**src/rtl/fence_deferred_slot_allocator_macros.svh**
```systemverilog
// Assertion macros shared by the slot allocator RTL
`ifndef FENCE_DEFERRED_SLOT_ALLOCATOR_MACROS_SVH
`define FENCE_DEFERRED_SLOT_ALLOCATOR_MACROS_SVH
`ifndef SYNTHESIS
// same-cycle implication, checked at every rising edge outside reset
`define FDSA_ASSERT_SAME(lbl, ante, cons) \
    lbl: assert property (@(posedge clk) disable iff (!rst_n) (ante) |-> (cons)) \
        else $error("fdsa same-cycle check failed");
// next-cycle implication
`define FDSA_ASSERT_NEXT(lbl, ante, cons) \
    lbl: assert property (@(posedge clk) disable iff (!rst_n) (ante) |=> (cons)) \
        else $error("fdsa next-cycle check failed");
`else
`define FDSA_ASSERT_SAME(lbl, ante, cons)
`define FDSA_ASSERT_NEXT(lbl, ante, cons)
`endif
`endif

```
**src/rtl/fdsa_pkg.sv**
```systemverilog
// Shared types, codes and widths of the fence deferred slot allocator
package fdsa_pkg;

    localparam int DEFAULT_SLOT_COUNT = 256;

    localparam int SLOT_W   = 16;
    localparam int FENCE_W  = 64;
    localparam int ADDR_W   = 64;
    localparam int STRIDE_W = 32;
    localparam int PROD_W   = SLOT_W + STRIDE_W;
    localparam int RCNT_W   = 16;
    localparam int CFG_W    = 64;
    localparam int CFG_IDX_W = 1;

    // configuration register indexes
    localparam logic [CFG_IDX_W-1:0] REG_BASE_ADDRESS = 1'b0;
    localparam logic [CFG_IDX_W-1:0] REG_SLOT_STRIDE  = 1'b1;

    typedef enum logic [1:0] {
        OP_ALLOC   = 2'd0,
        OP_RELEASE = 2'd1,
        OP_RECLAIM = 2'd2,
        OP_UNUSED  = 2'd3
    } op_t;

    typedef enum logic [1:0] {
        ST_OK        = 2'd0,
        ST_EXHAUSTED = 2'd1,
        ST_BAD_SLOT  = 2'd2,
        ST_FULL      = 2'd3
    } status_t;

    typedef struct packed {
        op_t                operation;
        logic [SLOT_W-1:0]  slot;
        logic [FENCE_W-1:0] fence;
    } req_t;

    typedef struct packed {
        status_t           status;
        logic [SLOT_W-1:0] slot_out;
        logic [ADDR_W-1:0] slot_address;
        logic [RCNT_W-1:0] reclaimed_count;
    } rsp_t;

    // controller to datapath
    typedef struct packed {
        logic start;    // request accepted this cycle
        logic capture;  // free stack read data is valid
        logic walk;     // one pending list entry is processed
        logic mul;      // form slot times stride
        logic load;     // load the response register
    } cmd_t;

    // datapath to controller
    typedef struct packed {
        op_t  req_op;
        logic free_empty;
        logic pend_empty;
        logic walk_last;
    } sts_t;

endpackage

```
**src/rtl/fdsa_ctrl.sv**
```systemverilog
// Controller state machine of the slot allocator
`include "fence_deferred_slot_allocator_macros.svh"

module fdsa_ctrl
(
    input  logic          clk,
    input  logic          rst_n,
    input  logic          in_valid,
    output logic          in_ready,
    output logic          out_valid,
    input  logic          out_ready,
    input  fdsa_pkg::sts_t sts,
    output fdsa_pkg::cmd_t cmd
);

    typedef enum logic [4:0] {
        S_IDLE = 5'b00001,
        S_ARD  = 5'b00010,
        S_WALK = 5'b00100,
        S_MUL  = 5'b01000,
        S_ADD  = 5'b10000
    } state_t;

    state_t state_reg;
    state_t state_next;
    logic   out_valid_reg;
    logic   out_valid_next;
    logic   accept;
    logic   out_busy;

    // handshake and commands
    assign in_ready    = (state_reg == S_IDLE);
    assign accept      = in_valid && in_ready;
    assign out_busy    = out_valid_reg && !out_ready;
    assign out_valid   = out_valid_reg;

    assign cmd.start   = accept;
    assign cmd.capture = (state_reg == S_ARD);
    assign cmd.walk    = (state_reg == S_WALK);
    assign cmd.mul     = (state_reg == S_MUL);
    assign cmd.load    = (state_reg == S_ADD) && !out_busy;

    // next state
    always_comb
    begin
        state_next = state_reg;
        unique case (state_reg)
            S_IDLE:
            begin
                if (accept)
                begin
                    case (sts.req_op)
                        fdsa_pkg::OP_ALLOC:
                            state_next = sts.free_empty ? S_MUL : S_ARD;
                        fdsa_pkg::OP_RECLAIM:
                            state_next = sts.pend_empty ? S_MUL : S_WALK;
                        default:
                            state_next = S_MUL;
                    endcase
                end
            end
            S_ARD:  state_next = S_MUL;
            S_WALK:
            begin
                if (sts.walk_last)
                begin
                    state_next = S_MUL;
                end
            end
            S_MUL:  state_next = S_ADD;
            S_ADD:
            begin
                if (!out_busy)
                begin
                    state_next = S_IDLE;
                end
            end
            default: state_next = S_IDLE;
        endcase
    end

    // response valid: set on load, cleared when taken
    always_comb
    begin
        out_valid_next = out_valid_reg;
        if (cmd.load)
        begin
            out_valid_next = 1'b1;
        end
        else if (out_ready)
        begin
            out_valid_next = 1'b0;
        end
    end

    always_ff @(posedge clk or negedge rst_n)
    begin
        if (!rst_n)
        begin
            state_reg     <= S_IDLE;
            out_valid_reg <= 1'b0;
        end
        else
        begin
            state_reg     <= state_next;
            out_valid_reg <= out_valid_next;
        end
    end

    `FDSA_ASSERT_NEXT(a_one_at_a_time, accept, !in_ready)
    `FDSA_ASSERT_NEXT(a_load_shows, (state_reg == S_ADD) && !out_busy, out_valid_reg)
    `FDSA_ASSERT_NEXT(a_walk_ends, (state_reg == S_WALK) && sts.walk_last, state_reg == S_MUL)

endmodule

```
**config.mk**
```make
export PLATFORM = sky130hd
export DESIGN_NAME = fdsa_ctrl
export DESIGN_NICKNAME = d
export VERILOG_FILES = /design/src/rtl/fdsa_pkg.sv /design/src/rtl/fdsa_ctrl.sv
export VERILOG_INCLUDE_DIRS = /design/src /design/src/rtl
export SDC_FILE = /design/constraint.sdc
export NUM_CORES = 1
export LEC_CHECK = 0
export BUFFER_PORTS_ARGS = -buffer_cell sky130_fd_sc_hd__buf_2
export CORE_AREA = 2 2 39 41
export CTS_CLUSTER_SIZE = 28
export DETAILED_ROUTE_END_ITERATION = 8
export DIE_AREA = 0 0 41 43
export PLACE_DENSITY_LB_ADDON = 0.1
export SYNTH_ARGS = -nofsm -noshare
export SYNTH_HDL_FRONTEND = slang
export SYNTH_SLANG_ARGS = --single-unit
```
**constraint.sdc**
```tcl
create_clock -name clk -period 1.7 [get_ports clk]
set_input_delay 0.425 -clock clk [delete_from_list [all_inputs] [get_ports clk]]
set_output_delay 0.425 -clock clk [all_outputs]
set_load 0.03 [all_outputs]
```
==> results.txt <==
Cell Rows: 14
Max-cap viol count: 0
Filler cells: 133
Total congestion overflow: 0
Req. time, crit path: 1.27 ns
Total global-route track usage: 13.20%
Worst-margin pin slew: 0.2439 ns
FF+latch count, synth: 6
Logic pwr share: 61.8%
Post-synthesis mux area share: 0%
Worst-path cell chain: nor2_4 > and4bb_1 > buf_6
Largest family of logic cells by synthesized area: simple AND/OR/NAND/NOR gates
Routed length per placed instance: 12.37 um
ANT cells: 0
Psw: 482.8 uW
Hold WS: 0.3839 ns
Max frequency: 598.8 MHz
Die width: 41 um
Nets: 87
Mapped Cells: 47
Compound-cell area share of the yosys netlist: 16.09%
Non-Filler Instances: 93
Final wirelength: 1150 um
Status: finished clean
Die extent in y: 43 um
Die area: 0.001763 mm2
Final Hold Violating Endpoints: 0
Endpoint class of the critical path: output pin
Final critical-path required period: 1.670 ns
First-pass GRT wire length: 1559 um
Most frequent cells in the layout: 13 x buf_4, 11 x buf_2, 4 x buf_6
I/O pin total: 16
Post-Syn Area: 435.4 um2
Routability cong.: 0.6677
Clock Latency Late Sink: 0.25 ns
Sequential Power Share: 25.5%
Most common cell after layout, fill and taps aside: buf_4
Sequential area share after synthesis: 34.77%
Slowest-stage cell, CP: dfstp_2
Routed Antenna Nets: 0
Layout area overhead: 57.18%
CTS H-Tree Depth: 1
VDD IR-drop max: 601.6 uV
Max Fanout on Critical Path: 5
Final Max Slew Viols: 0
Drt first pass iters: 4
Final core utilization: 49.46%
Largest net degree at the start of global routing: 8
CP delay by family, top: flip-flops
CP Data Arrival Time: 1.24 ns
Placed cell count: 77
Initial antenna violation count: 0
Internal Power: 617.9 uW
Core area: 0.001384 mm2
Max transition margin: 83.56%
Initial DRC count: 11
Crit Path Category: reg -> out
CTS buffer count: 3
Clock power frac: 12.7%
Post-route DRC violation count: 0
Clock-pin slew on the worst setup and hold paths: 0.05 ns
Setup Skew: 0.01320 ns
Clk root buf: clkbuf_4
Clock sink count: 6
Switching Share: 43.86%
Hold WC Path Type: in -> reg
Post-Synth Adder-Cell Area: 0%
Synth warnings: 0
Vias per std cell: 5.118
HPWL after DPL: 769.3 um
Leak: 0.0003616 uW
Synth Area in Simple Gates: 38.51%
Max clock buf depth: 2
Avg Cell Area, Syn: 9.264 um2
RSZ-0062 raised after global routing: yes
Final setup fails: 0
Initial core utilization: 31.46%
PortBufs: 15
Netlist cell types: 31
Largest register FFs: 5
CTS tree: done
Layout cells sized above 1: 61.04%
Vias in the first global route: 390
Syn nets: 56
Fin crit share: 98.23%
PwrDens: 1608 mW/mm2
Buf+Inv Stages, Crit Path: 1
Critical Path Source Type: register
CP max stage delay: 0.60 ns
XOR/XNOR Fraction of Synth Area: 2.011%
DR vias: 476
Setup TNS: 0 ns
-- power groups by stage --
| stage | logic [uW] | registers (uW) | clock network, uW |
|---|---|---|---|
| 2_1_floorplan | 359 | 260 | 0 |
| 3_3_place_gp | 482 | 265 | 0 |
| 3_5_place_dp | 483 | 265 | 0 |
| 4_1_cts | 590 | 279 | 141 |
| 5_1_grt | 739 | 285 | 159 |
| 6_report | 680 | 280 | 140 |
-- repair_timing --
action | in CTS | in global routing
buffers inserted | 4 | 7
pin swaps | 2 | 4
endpoints found under the hold margin | 5 | 0
hold buffers | 1 | 0
gates resized for setup | 9 | 9
setup endpoints to repair | 5 | 6
-- metal layers --
| metal | vias to the layer above | wire, um | track usage, % |
|---|---|---|---|
| met5 | - | 0 | 0 |
| met4 | 0 | 0 | 6.000 |
| met3 | 0 | 24 | 3.141 |
| met2 | 9 | 634 | 21.25 |
| met1 | 239 | 491 | 15.67 |
| li1 | 228 | - | - |
-- cells by family after synthesis --
group	Yosys count
simple gates	25
compound gates	9
flops	6
buf+inv	6
xor+xnor	1
-- final timing paths --
kind / depth (start not counted) / endpoint / slack, ns / startpoint
min in group asynchronous: 2 / state_reg[1] / 0.52 / rst_n
worst max-delay path: 3 / cmd[1] / 0.03 / state_reg[0]
worst min register to register: 2 / out_valid / 0.55 / out_valid
worst min-delay path: 2 / out_valid / 0.38 / out_ready
max in group asynchronous: 2 / state_reg[0] / 0.95 / rst_n
worst max register to register: 5 / state_reg[2] / 0.22 / state_reg[0]
-- synthesized netlist by cell type (all sizes together) --
library cell  count  share of area, %
o21ai             2               2.3
and3              2               2.9
nand4             1               2.9
a31oi             1               1.4
or3               1               1.4
and2              1               1.4
a21oi             2               2.3
dfrtp             5                29
and4bb            1               2.9
nand2b            2               2.9
o41ai             1               3.7
o22ai             1               1.4
nor2              6               7.5
o31a              1               2.0
or2               1               1.4
xor2              1               2.0
o211ai            1               2.9
nand2             2               1.7
nand3b            1               1.7
nor2b             1               1.4
buf               3               6.0
nand3             3               4.6
inv               3               2.6
dfstp             1               6.0
nor3              2               2.3
nand4b            1               3.4
-- worst reg2reg max path: cells and delay by family, from the launching register on --
kind	cells	cell delay, ns
compound gates	2	0.46
buf+inv	1	0.14
simple gates	2	0.18
flops	1	0.60
-- cell type report --
cell class / count / area (um2) / share of cell area (%)
tap: 16 / 20.02 / 2.925
multi-input combinational: 35 / 264.0 / 38.57
sequential: 6 / 155.1 / 22.67
clock buffer: 4 / 26.28 / 3.839
timing repair buffer: 29 / 207.7 / 30.35
inverter: 3 / 11.26 / 1.645
-- per-stage QoR --
stage	area (um2)	setup WS [ns]	power, uW
global placement	519.2	0.1717	746.8
global route	684.4	-0.05480	1183
CTS	613.1	-0.01387	1010
floorplan	435.4	0.05535	618.8
detailed placement	519.2	0.1726	747.6
finish	684.4	0.03007	1101
Note: power is estimated with default switching activity, not from simulation.
